`config.mk`:
```
export PLATFORM = sky130hd
export DESIGN_NAME = dual_tuner_session_arbiter
export DESIGN_NICKNAME = d
export VERILOG_FILES = /design/src/sv/dtsa_pkg.sv /design/src/sv/dtsa_core.sv /design/src/sv/dual_tuner_session_arbiter.sv
export SDC_FILE = /design/constraint.sdc
export NUM_CORES = 1
export LEC_CHECK = 0
export BUFFER_PORTS_ARGS = -buffer_cell sky130_fd_sc_hd__buf_2
export CAP_MARGIN = 20
export CORE_UTILIZATION = 55
export DETAILED_ROUTE_END_ITERATION = 7
export PLACE_DENSITY = 0.75
export SLEW_MARGIN = 5
export SYNTH_ARGS = -nofsm -noshare
export SYNTH_HDL_FRONTEND = slang
export SYNTH_SLANG_ARGS = --single-unit
```
`constraint.sdc`:
```
create_clock -name clk -period 14.59 [get_ports clk]
set_clock_uncertainty 0.2 [all_clocks]
set_input_delay 1.459 -clock clk [delete_from_list [all_inputs] [get_ports clk]]
set_output_delay 1.459 -clock clk [all_outputs]
set_load 0.05 [all_outputs]
```
`src/sv/dtsa_pkg.sv`:
```
// Shared types and constants for the dual-tuner session arbiter.
package dtsa_pkg;

  typedef enum logic [2:0] {
    OP_ACQUIRE    = 3'd0,
    OP_INITIALISE = 3'd1,
    OP_UNINIT     = 3'd2,
    OP_RELEASE    = 3'd3,
    OP_DISCONNECT = 3'd4,
    OP_ROUTE      = 3'd5
  } dtsa_op_t;

  typedef enum logic [2:0] {
    ST_OK            = 3'd0,
    ST_INVALID       = 3'd1,
    ST_BUSY          = 3'd2,
    ST_START_PENDING = 3'd3,
    ST_STOP_PENDING  = 3'd4
  } dtsa_status_t;

  typedef enum logic [2:0] {
    EV_NONE           = 3'd0,
    EV_SLAVE_ATTACHED = 3'd1,
    EV_MASTER_INIT    = 3'd2,
    EV_SLAVE_INIT     = 3'd3,
    EV_SLAVE_UNINIT   = 3'd4,
    EV_SLAVE_DETACHED = 3'd5,
    EV_SLAVE_GONE     = 3'd6,
    EV_MASTER_GONE    = 3'd7
  } dtsa_event_t;

  localparam logic [1:0] ROLE_MASTER = 2'd1;
  localparam logic [1:0] ROLE_SLAVE  = 2'd2;

  localparam logic [1:0] TUNER_NONE = 2'd0;
  localparam logic [1:0] TUNER_A    = 2'd1;
  localparam logic [1:0] TUNER_B    = 2'd2;

  localparam int          RATE_BITS = 24;
  localparam logic [23:0] RATE_6MHZ = 24'd6000000;
  localparam logic [23:0] RATE_8MHZ = 24'd8000000;

  // request fields other than the client id
  typedef struct packed {
    logic [2:0]  opcode;
    logic [1:0]  role;
    logic [1:0]  tuner;
    logic [23:0] rate;
  } dtsa_req_t;

  // result fields other than the client ids
  typedef struct packed {
    dtsa_status_t status;
    dtsa_event_t  ev_kind;
    logic [1:0]   ev_tuner;
    logic         found;
  } dtsa_res_t;

  typedef struct packed {
    logic master_sel;
    logic slave_sel;
    logic master_init;
    logic slave_init;
  } dtsa_flags_t;

endpackage

```
`src/sv/dtsa_core.sv`:
```
// Session state registers and the per-request decision logic.
module dtsa_core import dtsa_pkg::*; #(
  parameter int CLIENT_BITS = 16
) (
  input  logic                          clk,
  input  logic                          rst_n,
  input  logic                          fire,
  input  dtsa_req_t                     req,
  input  logic signed [CLIENT_BITS-1:0] req_client,
  output dtsa_res_t                     res,
  output logic signed [CLIENT_BITS-1:0] ev_target,
  output logic signed [CLIENT_BITS-1:0] ev_source,
  output logic signed [CLIENT_BITS-1:0] route_client
);

  localparam logic signed [CLIENT_BITS-1:0] NO_CLIENT = '1;

  logic signed [CLIENT_BITS-1:0] master_client_r, master_client_nxt;
  logic signed [CLIENT_BITS-1:0] slave_client_r, slave_client_nxt;
  logic [1:0]                    master_tuner_r, master_tuner_nxt;
  logic [1:0]                    slave_tuner_r, slave_tuner_nxt;
  logic [RATE_BITS-1:0]          rate_r, rate_nxt;
  dtsa_flags_t                   flags_r, flags_nxt;

  logic is_master, is_slave, neg_id, tuner_ok, rate_ok;

  always_comb begin
    is_master = flags_r.master_sel && (master_client_r == req_client);
    is_slave  = flags_r.slave_sel && (slave_client_r == req_client);
    neg_id    = req_client[CLIENT_BITS-1];
    tuner_ok  = (req.tuner == TUNER_A) || (req.tuner == TUNER_B);
    rate_ok   = (req.rate == RATE_6MHZ) || (req.rate == RATE_8MHZ);
  end

  always_comb begin
    master_client_nxt = master_client_r;
    slave_client_nxt  = slave_client_r;
    master_tuner_nxt  = master_tuner_r;
    slave_tuner_nxt   = slave_tuner_r;
    rate_nxt          = rate_r;
    flags_nxt         = flags_r;
    res.status        = ST_INVALID;
    res.ev_kind       = EV_NONE;
    res.ev_tuner      = TUNER_NONE;
    res.found         = 1'b0;
    ev_target         = NO_CLIENT;
    ev_source         = NO_CLIENT;
    route_client      = NO_CLIENT;

    case (req.opcode)
      OP_ACQUIRE: begin
        if (neg_id || !(req.role inside {ROLE_MASTER, ROLE_SLAVE}) || !tuner_ok) begin
          res.status = ST_INVALID;
        end else if (req.role == ROLE_MASTER) begin
          if (!rate_ok) begin
            res.status = ST_INVALID;
          end else if (flags_r.master_sel) begin
            res.status = (master_client_r == req_client && master_tuner_r == req.tuner &&
                          rate_r == req.rate) ? ST_OK : ST_BUSY;
          end else if (flags_r.slave_sel ||
                       (slave_tuner_r != TUNER_NONE && slave_tuner_r == req.tuner)) begin
            res.status = ST_BUSY;
          end else begin
            res.status            = ST_OK;
            master_client_nxt     = req_client;
            master_tuner_nxt      = req.tuner;
            rate_nxt              = req.rate;
            flags_nxt.master_sel  = 1'b1;
            flags_nxt.master_init = 1'b0;
          end
        end else begin
          if (!flags_r.master_sel || master_client_r == req_client ||
              (req.rate != '0 && req.rate != rate_r)) begin
            res.status = ST_BUSY;
          end else if (req.tuner == master_tuner_r) begin
            res.status = ST_BUSY;
          end else if (flags_r.slave_sel) begin
            res.status = (slave_client_r == req_client && slave_tuner_r == req.tuner) ?
                         ST_OK : ST_BUSY;
          end else begin
            res.status           = ST_OK;
            slave_client_nxt     = req_client;
            slave_tuner_nxt      = req.tuner;
            flags_nxt.slave_sel  = 1'b1;
            flags_nxt.slave_init = 1'b0;
            res.ev_kind          = EV_SLAVE_ATTACHED;
            res.ev_tuner         = req.tuner;
            ev_target            = master_client_r;
            ev_source            = req_client;
          end
        end
      end
      OP_INITIALISE: begin
        if (neg_id) begin
          res.status = ST_INVALID;
        end else if (is_master) begin
          if (flags_r.master_init) begin
            res.status = ST_BUSY;
          end else begin
            res.status            = ST_OK;
            flags_nxt.master_init = 1'b1;
            if (flags_r.slave_sel) begin
              res.ev_kind  = EV_MASTER_INIT;
              res.ev_tuner = slave_tuner_r;
              ev_target    = slave_client_r;
              ev_source    = req_client;
            end
          end
        end else if (!is_slave) begin
          res.status = ST_INVALID;
        end else if (flags_r.slave_init) begin
          res.status = ST_BUSY;
        end else if (!flags_r.master_init) begin
          res.status = ST_START_PENDING;
        end else begin
          res.status           = ST_OK;
          flags_nxt.slave_init = 1'b1;
          res.ev_kind          = EV_SLAVE_INIT;
          res.ev_tuner         = slave_tuner_r;
          ev_target            = master_client_r;
          ev_source            = req_client;
        end
      end
      OP_UNINIT: begin
        if (neg_id) begin
          res.status = ST_INVALID;
        end else if (is_master) begin
          if (!flags_r.master_init) begin
            res.status = ST_INVALID;
          end else if (flags_r.slave_init) begin
            res.status = ST_STOP_PENDING;
          end else begin
            res.status            = ST_OK;
            flags_nxt.master_init = 1'b0;
          end
        end else if (!is_slave || !flags_r.slave_init) begin
          res.status = ST_INVALID;
        end else begin
          res.status           = ST_OK;
          flags_nxt.slave_init = 1'b0;
          res.ev_kind          = EV_SLAVE_UNINIT;
          res.ev_tuner         = slave_tuner_r;
          ev_target            = master_client_r;
          ev_source            = req_client;
        end
      end
      OP_RELEASE: begin
        if (neg_id) begin
          res.status = ST_INVALID;
        end else if (is_master) begin
          if (flags_r.master_init) begin
            res.status = ST_BUSY;
          end else if (flags_r.slave_sel) begin
            res.status = ST_STOP_PENDING;
          end else begin
            // whole session back to reset
            res.status        = ST_OK;
            master_client_nxt = NO_CLIENT;
            slave_client_nxt  = NO_CLIENT;
            master_tuner_nxt  = TUNER_NONE;
            slave_tuner_nxt   = TUNER_NONE;
            rate_nxt          = '0;
            flags_nxt         = '0;
          end
        end else if (!is_slave) begin
          res.status = ST_INVALID;
        end else if (flags_r.slave_init) begin
          res.status = ST_BUSY;
        end else begin
          res.status           = ST_OK;
          res.ev_kind          = EV_SLAVE_DETACHED;
          res.ev_tuner         = slave_tuner_r;
          ev_target            = master_client_r;
          ev_source            = req_client;
          slave_client_nxt     = NO_CLIENT;
          slave_tuner_nxt      = TUNER_NONE;
          flags_nxt.slave_sel  = 1'b0;
          flags_nxt.slave_init = 1'b0;
        end
      end
      OP_DISCONNECT: begin
        if (neg_id) begin
          res.status = ST_INVALID;
        end else begin
          res.status = ST_OK;
          if (is_slave) begin
            res.ev_kind          = EV_SLAVE_GONE;
            res.ev_tuner         = slave_tuner_r;
            ev_target            = master_client_r;
            ev_source            = req_client;
            slave_client_nxt     = NO_CLIENT;
            slave_tuner_nxt      = TUNER_NONE;
            flags_nxt.slave_sel  = 1'b0;
            flags_nxt.slave_init = 1'b0;
          end else if (is_master) begin
            if (flags_r.slave_sel) begin
              res.ev_kind  = EV_MASTER_GONE;
              res.ev_tuner = slave_tuner_r;
              ev_target    = slave_client_r;
              ev_source    = req_client;
            end
            master_client_nxt = NO_CLIENT;
            slave_client_nxt  = NO_CLIENT;
            master_tuner_nxt  = TUNER_NONE;
            slave_tuner_nxt   = TUNER_NONE;
            rate_nxt          = '0;
            flags_nxt         = '0;
          end
        end
      end
      OP_ROUTE: begin
        if (!tuner_ok) begin
          res.status = ST_INVALID;
        end else begin
          res.status = ST_OK;
          if (flags_r.master_sel && flags_r.master_init && master_tuner_r == req.tuner) begin
            route_client = master_client_r;
          end else if (flags_r.slave_sel && flags_r.slave_init &&
                       slave_tuner_r == req.tuner) begin
            route_client = slave_client_r;
          end
          res.found = !route_client[CLIENT_BITS-1];
        end
      end
      default: begin
        res.status = ST_INVALID;
      end
    endcase
  end

  always_ff @(posedge clk) begin
    if (!rst_n) begin
      master_client_r <= NO_CLIENT;
      slave_client_r  <= NO_CLIENT;
      master_tuner_r  <= TUNER_NONE;
      slave_tuner_r   <= TUNER_NONE;
      rate_r          <= '0;
      flags_r         <= '0;
    end else if (fire) begin
      master_client_r <= master_client_nxt;
      slave_client_r  <= slave_client_nxt;
      master_tuner_r  <= master_tuner_nxt;
      slave_tuner_r   <= slave_tuner_nxt;
      rate_r          <= rate_nxt;
      flags_r         <= flags_nxt;
    end
  end

  // session invariants
  a_slave_needs_master: assert property (@(posedge clk) disable iff (!rst_n)
    flags_r.slave_sel |-> flags_r.master_sel)
    else $error("slave attached without a master");

  a_master_init_sel: assert property (@(posedge clk) disable iff (!rst_n)
    flags_r.master_init |-> flags_r.master_sel)
    else $error("master initialised but not selected");

  a_slave_init_order: assert property (@(posedge clk) disable iff (!rst_n)
    flags_r.slave_init |-> (flags_r.slave_sel && flags_r.master_init))
    else $error("slave initialised ahead of master");

  a_tuners_differ: assert property (@(posedge clk) disable iff (!rst_n)
    (flags_r.master_sel && flags_r.slave_sel) |-> (master_tuner_r != slave_tuner_r))
    else $error("both clients hold the same tuner");

endmodule

```
`src/sv/dual_tuner_session_arbiter.sv`:
```
// Top level of the dual-tuner session arbiter: input register, core, result register.
//
// Arbitrates a two-tuner device between one master client and one slave
// client. Each input beat is one request (acquire, initialise, uninitialise,
// release, disconnect, route) and yields exactly one result beat carrying a
// status, an optional peer notification (kind, target, source, tuner) and,
// for route, the owning client. The master fixes the shared rate (6 or 8 MHz);
// a slave attaches only at that rate (or rate 0) and on the other tuner.
// A master release or disconnect returns the session to its reset state.
// Throughput is one request per clock while out_ready allows: a request
// sits in the input register, the core decides status, event and next
// session state in combinational logic, and the answer lands in the result
// register while the session registers update in the same edge. in_ready
// stays high while the result register is free or being drained, so
// back-to-back beats flow with no bubbles; back-pressure on out_ready
// stalls the input register in turn.
module dual_tuner_session_arbiter import dtsa_pkg::*; #(
  parameter int CLIENT_BITS = 16
) (
  input  logic                          clk,
  input  logic                          rst_n,
  // request channel
  input  logic                          in_valid,
  output logic                          in_ready,
  input  logic [2:0]                    in_opcode,
  input  logic signed [CLIENT_BITS-1:0] in_client_id,
  input  logic [1:0]                    in_role,
  input  logic [1:0]                    in_tuner,
  input  logic [23:0]                   in_sample_rate_hz,
  // result channel
  output logic                          out_valid,
  input  logic                          out_ready,
  output logic [2:0]                    out_status,
  output logic [2:0]                    out_event_kind,
  output logic signed [CLIENT_BITS-1:0] out_event_target,
  output logic signed [CLIENT_BITS-1:0] out_event_source,
  output logic [1:0]                    out_event_tuner,
  output logic                          out_route_found,
  output logic signed [CLIENT_BITS-1:0] out_route_client
);

  // input register
  logic                          in_vld_r;
  dtsa_req_t                     in_req_r;
  logic signed [CLIENT_BITS-1:0] in_client_r;

  // result register
  logic                          out_vld_r;
  dtsa_res_t                     out_res_r;
  logic signed [CLIENT_BITS-1:0] out_target_r, out_source_r, out_route_r;

  // core results for the request in the input register
  dtsa_res_t                     core_res;
  logic signed [CLIENT_BITS-1:0] core_target, core_source, core_route;

  // advance: input register holds a request and the result register can take it
  logic advance;

  assign advance  = in_vld_r && (!out_vld_r || out_ready);
  assign in_ready = !in_vld_r || advance;

  always_ff @(posedge clk) begin
    if (!rst_n) begin
      in_vld_r <= 1'b0;
    end else if (in_ready) begin
      in_vld_r <= in_valid;
    end
  end

  always_ff @(posedge clk) begin
    if (in_ready && in_valid) begin
      in_req_r.opcode <= in_opcode;
      in_req_r.role   <= in_role;
      in_req_r.tuner  <= in_tuner;
      in_req_r.rate   <= in_sample_rate_hz;
      in_client_r     <= in_client_id;
    end
  end

  dtsa_core #(
    .CLIENT_BITS (CLIENT_BITS)
  ) u_core (
    .clk          (clk),
    .rst_n        (rst_n),
    .fire         (advance),
    .req          (in_req_r),
    .req_client   (in_client_r),
    .res          (core_res),
    .ev_target    (core_target),
    .ev_source    (core_source),
    .route_client (core_route)
  );

  always_ff @(posedge clk) begin
    if (!rst_n) begin
      out_vld_r <= 1'b0;
    end else if (advance) begin
      out_vld_r <= 1'b1;
    end else if (out_ready) begin
      out_vld_r <= 1'b0;
    end
  end

  always_ff @(posedge clk) begin
    if (advance) begin
      out_res_r    <= core_res;
      out_target_r <= core_target;
      out_source_r <= core_source;
      out_route_r  <= core_route;
    end
  end

  assign out_valid        = out_vld_r;
  assign out_status       = out_res_r.status;
  assign out_event_kind   = out_res_r.ev_kind;
  assign out_event_target = out_target_r;
  assign out_event_source = out_source_r;
  assign out_event_tuner  = out_res_r.ev_tuner;
  assign out_route_found  = out_res_r.found;
  assign out_route_client = out_route_r;

  // a request never overwrites an unclaimed result
  a_no_overwrite: assert property (@(posedge clk) disable iff (!rst_n)
    (out_vld_r && !out_ready) |-> !advance)
    else $error("result register overwritten while stalled");

  // no event is reported without a target client
  a_event_target: assert property (@(posedge clk) disable iff (!rst_n)
    (out_vld_r && out_res_r.ev_kind != EV_NONE) |-> !out_target_r[CLIENT_BITS-1])
    else $error("event without a valid target");

  // route_found agrees with the reported owner
  a_route_found: assert property (@(posedge clk) disable iff (!rst_n)
    out_vld_r |-> (out_res_r.found == !out_route_r[CLIENT_BITS-1]))
    else $error("route_found disagrees with route_client");

endmodule

```
; ---- After elaboration in Yosys (flattened, before gate mapping)
; Cells that the tools add are included.
; W data, S select, Z words.
[op_classes]
eq_ne = 47
muxes = 215
n_reduce_logical = 46
[ops]
columns = op, count
row1 = $mux W16, 72
row2 = $mux W24, 12
row3 = $pmux W16 S5, 2
row4 = $pmux W16 S3, 2
row5 = $mux W5, 19
row6 = $pmux W24 S3, 1
row7 = $mux W2, 31
row8 = $mux W3, 20
row9 = $eq A24 B23 Y1 const B, 2
row10 = $mux W1, 41
row11 = $ne A2 B2 Y1 const B, 17
row12 = $eq A16 B16 Y1, 2
row13 = $mux W4, 8
row14 = $reduce_and A14 Y1, 2
row15 = $pmux W5 S5, 1
row16 = $eq A24 B24 Y1, 1
row17 = $ne A24 B24 Y1, 1
row18 = $reduce_and A12 Y1, 2
row19 = $reduce_bool A24 Y1, 1
row20 = $reduce_and A19 Y1, 1
row21 = $pmux W2 S3, 3
row22 = $pmux W3 S6, 1
row23 = $reduce_and A16 Y1, 1
row24 = $ne A2 B1 Y1 const B, 7
row25 = other kinds (19), 58
[word_totals]
register_bits = 170
in_bits = 51
output_inout_bits = 59
elab_cells = 331

; ---- Longest topological paths before layout
[depth]
word_depth = 9
ltp_mapped = 12
ltp_nobuf = 9

; ---- By module
; A second synthesis with hierarchy kept.
[unflattened]
hier_cells = 703
hier_area_um2 = 7990.2
[modules_own_cells]
columns = module, instances, cells_per_inst, area_each_um2, seq_area_each_um2
row1 = dtsa_core, 1, 590, 4763.3, 1281.2
row2 = dual_tuner_session_arbiter, 1, 113, 3226.8, 3163.0

; ---- Least setup slack after synthesis
; No wires, ideal clock.
[synth_timing]
kind = input port to flip-flop
startpoint = input out_ready
endpoint = register u_core.slave_client_r[10]
setup_time_ns = 0.117
arrival_time_ns = 5.536
t_required_ns = 14.273
slack_ns = 8.737
cell_stages = 8
n_path_buf = 2
path_cell_list = nor2b_1 nor2b_1 nand3_1 a211o_1 or2_1 clkbuf_1 buf_2 o22a_1
[synth_between]
elab_chain_len = 3
[synth_rtl]
columns = element, line_no
row1 = start: declaration, dual_tuner_session_arbiter.sv:32  ; input logic out_ready,
row2 = $logic_or A1 B1 Y1, dual_tuner_session_arbiter.sv:59  ; assign advance = in_vld_r && (!out_vld_r || out_ready);
row3 = $logic_and A1 B1 Y1, dual_tuner_session_arbiter.sv:59
row4 = named net advance, dual_tuner_session_arbiter.sv:57  ; logic advance;
row5 = $reduce_and A13 Y1 (no line), -
row6 = end signal: assignment, dtsa_core.sv:241  ; slave_client_r <= slave_client_nxt;
row7 = end: declaration, dtsa_core.sv:19  ; logic signed [CLIENT_BITS-1:0] slave_client_r, slave_client_nxt;
; The timed path passes the listed nets, and every way through them passes these cells.
; A chain may end at the register's enable or synchronous reset.

; ---- Worst setup path after layout
[layout_timing]
startpoint = register in_client_r[15]
endpoint = register out_target_r[3] (netlist: out_event_target[3]) (data pin)
[layout_between]
elab_chain_len = 8
word_cells_on_any_way = 26
cone_classes = eq/ne: 2 / mux: 16 / reduce/logical: 8
[layout_rtl]
columns = element, line_no
row1 = start: declaration, dual_tuner_session_arbiter.sv:45  ; logic signed [CLIENT_BITS-1:0] in_client_r;
row2 = start signal: assignment, dual_tuner_session_arbiter.sv:76  ; in_client_r <= in_client_id;
row3 = $eq A16 B16 Y1, dtsa_core.sv:29  ; is_slave = flags_r.slave_sel && (slave_client_r == req_client);
row4 = $logic_and A1 B1 Y1, dtsa_core.sv:29
row5 = $logic_not A1 Y1, -
row6 = $logic_or A1 B1 Y1, dtsa_core.sv:136  ; end else if (!is_slave || !flags_r.slave_init) begin
row7 = $mux W16, dtsa_core.sv:136
row8 = $mux W16, dtsa_core.sv:127  ; end else if (is_master) begin
row9 = $mux W16, dtsa_core.sv:125  ; if (neg_id) begin
row10 = $pmux W16 S5 *, dtsa_core.sv:50  ; case (req.opcode)
row11 = named net core_target[3], dual_tuner_session_arbiter.sv:54  ; logic signed [CLIENT_BITS-1:0] core_target, core_source, core_route;
row12 = end signal: assignment, dual_tuner_session_arbiter.sv:107  ; out_target_r <= core_target;
row13 = end: declaration, dual_tuner_session_arbiter.sv:50  ; logic signed [CLIENT_BITS-1:0] out_target_r, out_source_r, out_route_r;
; Mark *: on every way through the listed nets, which the timed path passes. The rest lies on a longest branch.

==> results.md <==
- Die area: 14,400 sq um
- CP endpoint kind: flip-flop
- Gr usage total: 0.282
- Crit Reg-Reg Startpoint: in_client_r[15]$_DFFE_PP_
- Site row count: 42
- Fraction of layout cells with a size suffix above 1: 0.215
- Detail Placement HPWL: 13.5 mm
- Synth top area share: 0.408
- Slew Viols, Final: 0
- Routability cong.: 0.888
- # DRC: 0
- CP startpoint kind: flip-flop
- Filler Cell Count: about 1,000
- Synthesized cell area: approximately 7700 sq um
- Final Util: 0.669
- Largest net degree at the start of global routing: 61
- Slew margin rel.: 0.335
- Total setup buffers inserted after CTS: 0
- CP max-delay cell: edfxtp_1
- Pwr Density: around 120 nW/um^2
- Starting Density: 0.572
- Netlist cell types: a little under 60
- Syn Inst Count: approximately 700
- CTS root buf: clkbuf_16
- Fin. Hold Viols: 0
- Post-synth net total: ~750
- Clock power frac: 0.433
- Most common cell in the synthesized netlist: edfxtp_1
- Max_cap viols: 0
- Number of flops mapped to enable cells by yosys: about 100
- Final net count: 848
- Worst Path Arrival: about 4200 ps
- Tmin final: roughly 4200 ps
- Wirelength per Cell: around 20 microns
- Clk buf depth: 2
- Hold Path Stages: 2
- Synth area leaders: edfxtp_1 41%, dfxtp_1 17%, xor2_1 7.0%, nand2_1 4.2%, o21ai_0 2.9%
- Async set-or-reset flop fraction in the synthesized netlist: 0
- Slew @ Worst Pin: 996 ps
- Achievable clock frequency: 240 MHz
- FF-to-FF End: out_event_target[3]$_DFFE_PP_
- Sequential cell area fraction in the yosys report: 0.580
- Static leakage: 3.17 nW
- CTS tree: built
- Status: completed
- Critical path class: flip-flop to flip-flop
- Post_cts resized: 0
- Vias/cell: 6.21
- Total power: between 1 and 1.5 mW
- Antenna Nets Post-Route: 0
- Starting DRT DRC Count: ~710
- Die H: 120 microns
- Hold Crit Class: flip-flop to flip-flop
- WP data required: 14,580 ps
- Cell internal pwr: 0.827 mW
- RSZ-0062 raised after global routing: false
- GRT overflow: 0
- DR pass1 iterations: 5
- Vias in the first global route: 5,647
- Critical Path Max Stage Delay: ~780 ps
- Hold Startpoint: u_core.master_tuner_r[1]$_SDFFE_PN0P_
- Synth Register Bits: 170
- I/O pins: 110
- Hold worst-path end: u_core.master_tuner_r[1]$_SDFFE_PN0P_
- Non-Filler Instances: roughly 1,000
- Crit-path max FO: 17
- Reg2reg setup slack: approximately 10,000 ps
- CP cell instances: xor2_1, nor4_2, nand4_2, or2_0, buf_4, o32a_4, a211oi_4, nand2b_4, a221o_1
- Routed WL: roughly 20 mm
- Buffer and inverter count on the worst path: 1
- # hold bufs at CTS: 0
- Family with the most delay on the worst path: compound AO/OA/AOI/OAI gates
- Area leader, netlist: edfxtp_1
- Final period util: 0.285
- Clock-pin slew on the worst setup and hold paths: 70 ps
- Final TNS setup: 0 ps
- Worst skew pair latency: between 400 and 500 ps
- CP Depth: 9
- # setup viols final: 0
- Placed cell count: 950
- Core area: about 13,000 sq um
- Ys flop type: edfxtp_1
- Reg power frac: 0.494
- Diode count: 0
- Synth top cells by count: 104 x edfxtp_1, 85 x nand2_1, 66 x dfxtp_1, 61 x xor2_1, 45 x nor2_1
- Switching power total: approximately 0.27 mW
- Net Sw Frac: 0.244
- VDD IR max: 0.0000991 V
- Yosys warning count: 0
- Initial antenna violation count: 0
- Combinational share of power: 0.073
- I/O Buffers: between 100 and 150
- Synthesized area per cell: approximately 11 sq um
- First-pass GRT wire length: 30.6 mm
- Total number of vias: 6,117
- Die Wd: around 120 microns
- CTS H-tree lvls: 4
- FF-to-FF path depth: 9
- P&R area growth vs syn: 17.0%
- Clk sinks: 170
- Number of CTS-inserted buffers: 17
-- worst reg2reg max path, cell delays in order (launching register included) --
cell and delay [ps]:
edfxtp_1 780, xor2_1 180, nor4_2 270, nand4_2 260
or2_0 430, buf_4 250, o32a_4 340, a211oi_4 630
nand2b_4 250, a221o_1 330
-- cell families after synthesis --
| family | after synthesis | synth area share |
|---|---|---|
| AO/OA/AOI/OAI | 167 | 0.157 |
| XOR/XNOR | 62 | 0.0709 |
| adder cells (fa/ha/maj) | 1 | 0.00163 |
| buffers and inverters | 53 | 0.0287 |
| flip-flops | 170 | 0.580 |
| multiplexers | 2 | 0.00261 |
| AND/OR/NAND/NOR | 247 | 0.159 |
-- metal layers --
| layer | up-vias | global-route usage | share of wire |
|---|---|---|---|
| met5 | - | 0 | 0 |
| met4 | 0 | 0.0930 | 0.016 |
| met3 | 32 | 0.0632 | 0.089 |
| met2 | 331 | 0.441 | 0.46 |
| met1 | 2936 | 0.389 | 0.43 |
| li1 | 2818 | - | - |
-- placed cells by master, fill, tap and decap left out, drive strengths merged, types with 14 or more instances in the layout --
cell type,instances
buf,118
edfxtp,104
nand2,85
dfxtp,66
xor2,61
o21ai,46
nor2,45
nor3,30
nor4,22
o22ai,20
clkbuf,20
and3,19
a221o,15
o22a,15
nand3,14
inv,14
-- power groups by stage --
| stage | clock (mW) | sequential [mW] | combinational, mW |
|---|---|---|---|
| 3_5_place_dp | 0 | 0.551 | 0.0768 |
| 5_1_grt | 0.498 | 0.542 | 0.0856 |
| 3_3_place_gp | 0 | 0.550 | 0.0754 |
| 6_report | 0.473 | 0.541 | 0.0795 |
| 4_1_cts | 0.479 | 0.540 | 0.0773 |
| 2_1_floorplan | 0 | 0.553 | 0.0474 |
-- worst max path at each step --
stage                                   start                                endpoint
global placement                    out_ready   u_core.slave_client_r[6]$_SDFFE_PN1P_
global route        in_client_r[15]$_DFFE_PP_           out_event_target[3]$_DFFE_PP_
floorplan                           out_ready  u_core.slave_client_r[10]$_SDFFE_PN1P_
CTS                 in_client_r[15]$_DFFE_PP_          out_event_target[14]$_DFFE_PP_
finish              in_client_r[15]$_DFFE_PP_           out_event_target[3]$_DFFE_PP_
detailed placement                  out_ready  u_core.slave_client_r[14]$_SDFFE_PN1P_
-- state kept, by name (all words and copies together) (netlist names), 2 cells and up --
signal / flops
out_event_source: 16
u_core.slave_tuner_r: 2
out_route_client: 16
u_core.master_client_r: 16
u_core.master_tuner_r: 2
u_core.slave_client_r: 16
u_core.flags_r: 4
in_client_r: 16
out_status: 3
in_req_r: 31
out_event_target: 16
out_event_kind: 3
out_event_tuner: 2
u_core.rate_r: 24
-- stage by stage --
step	hold WS [ps]	cell area [sq um]	setup slack, ps
finish	289	8960	10430
global route	307	8960	10270
CTS	294	8930	10470
detailed placement	284	8300	10300
global placement	271	8290	10380
floorplan	260	7660	8740
-- final cells by class --
cell class                      count  area, sq um  area share
Sequential cell                   170         4440       0.496
Multi-Input combinational cell    479         3010       0.335
Timing Repair Buffer              118          626      0.0698
Clock buffer                       20          478      0.0533
Tap cell                          176          220      0.0246
Clock inverter                     12          154      0.0172
Inverter                           10         37.5     0.00419
(Power assumes the default switching activity.)
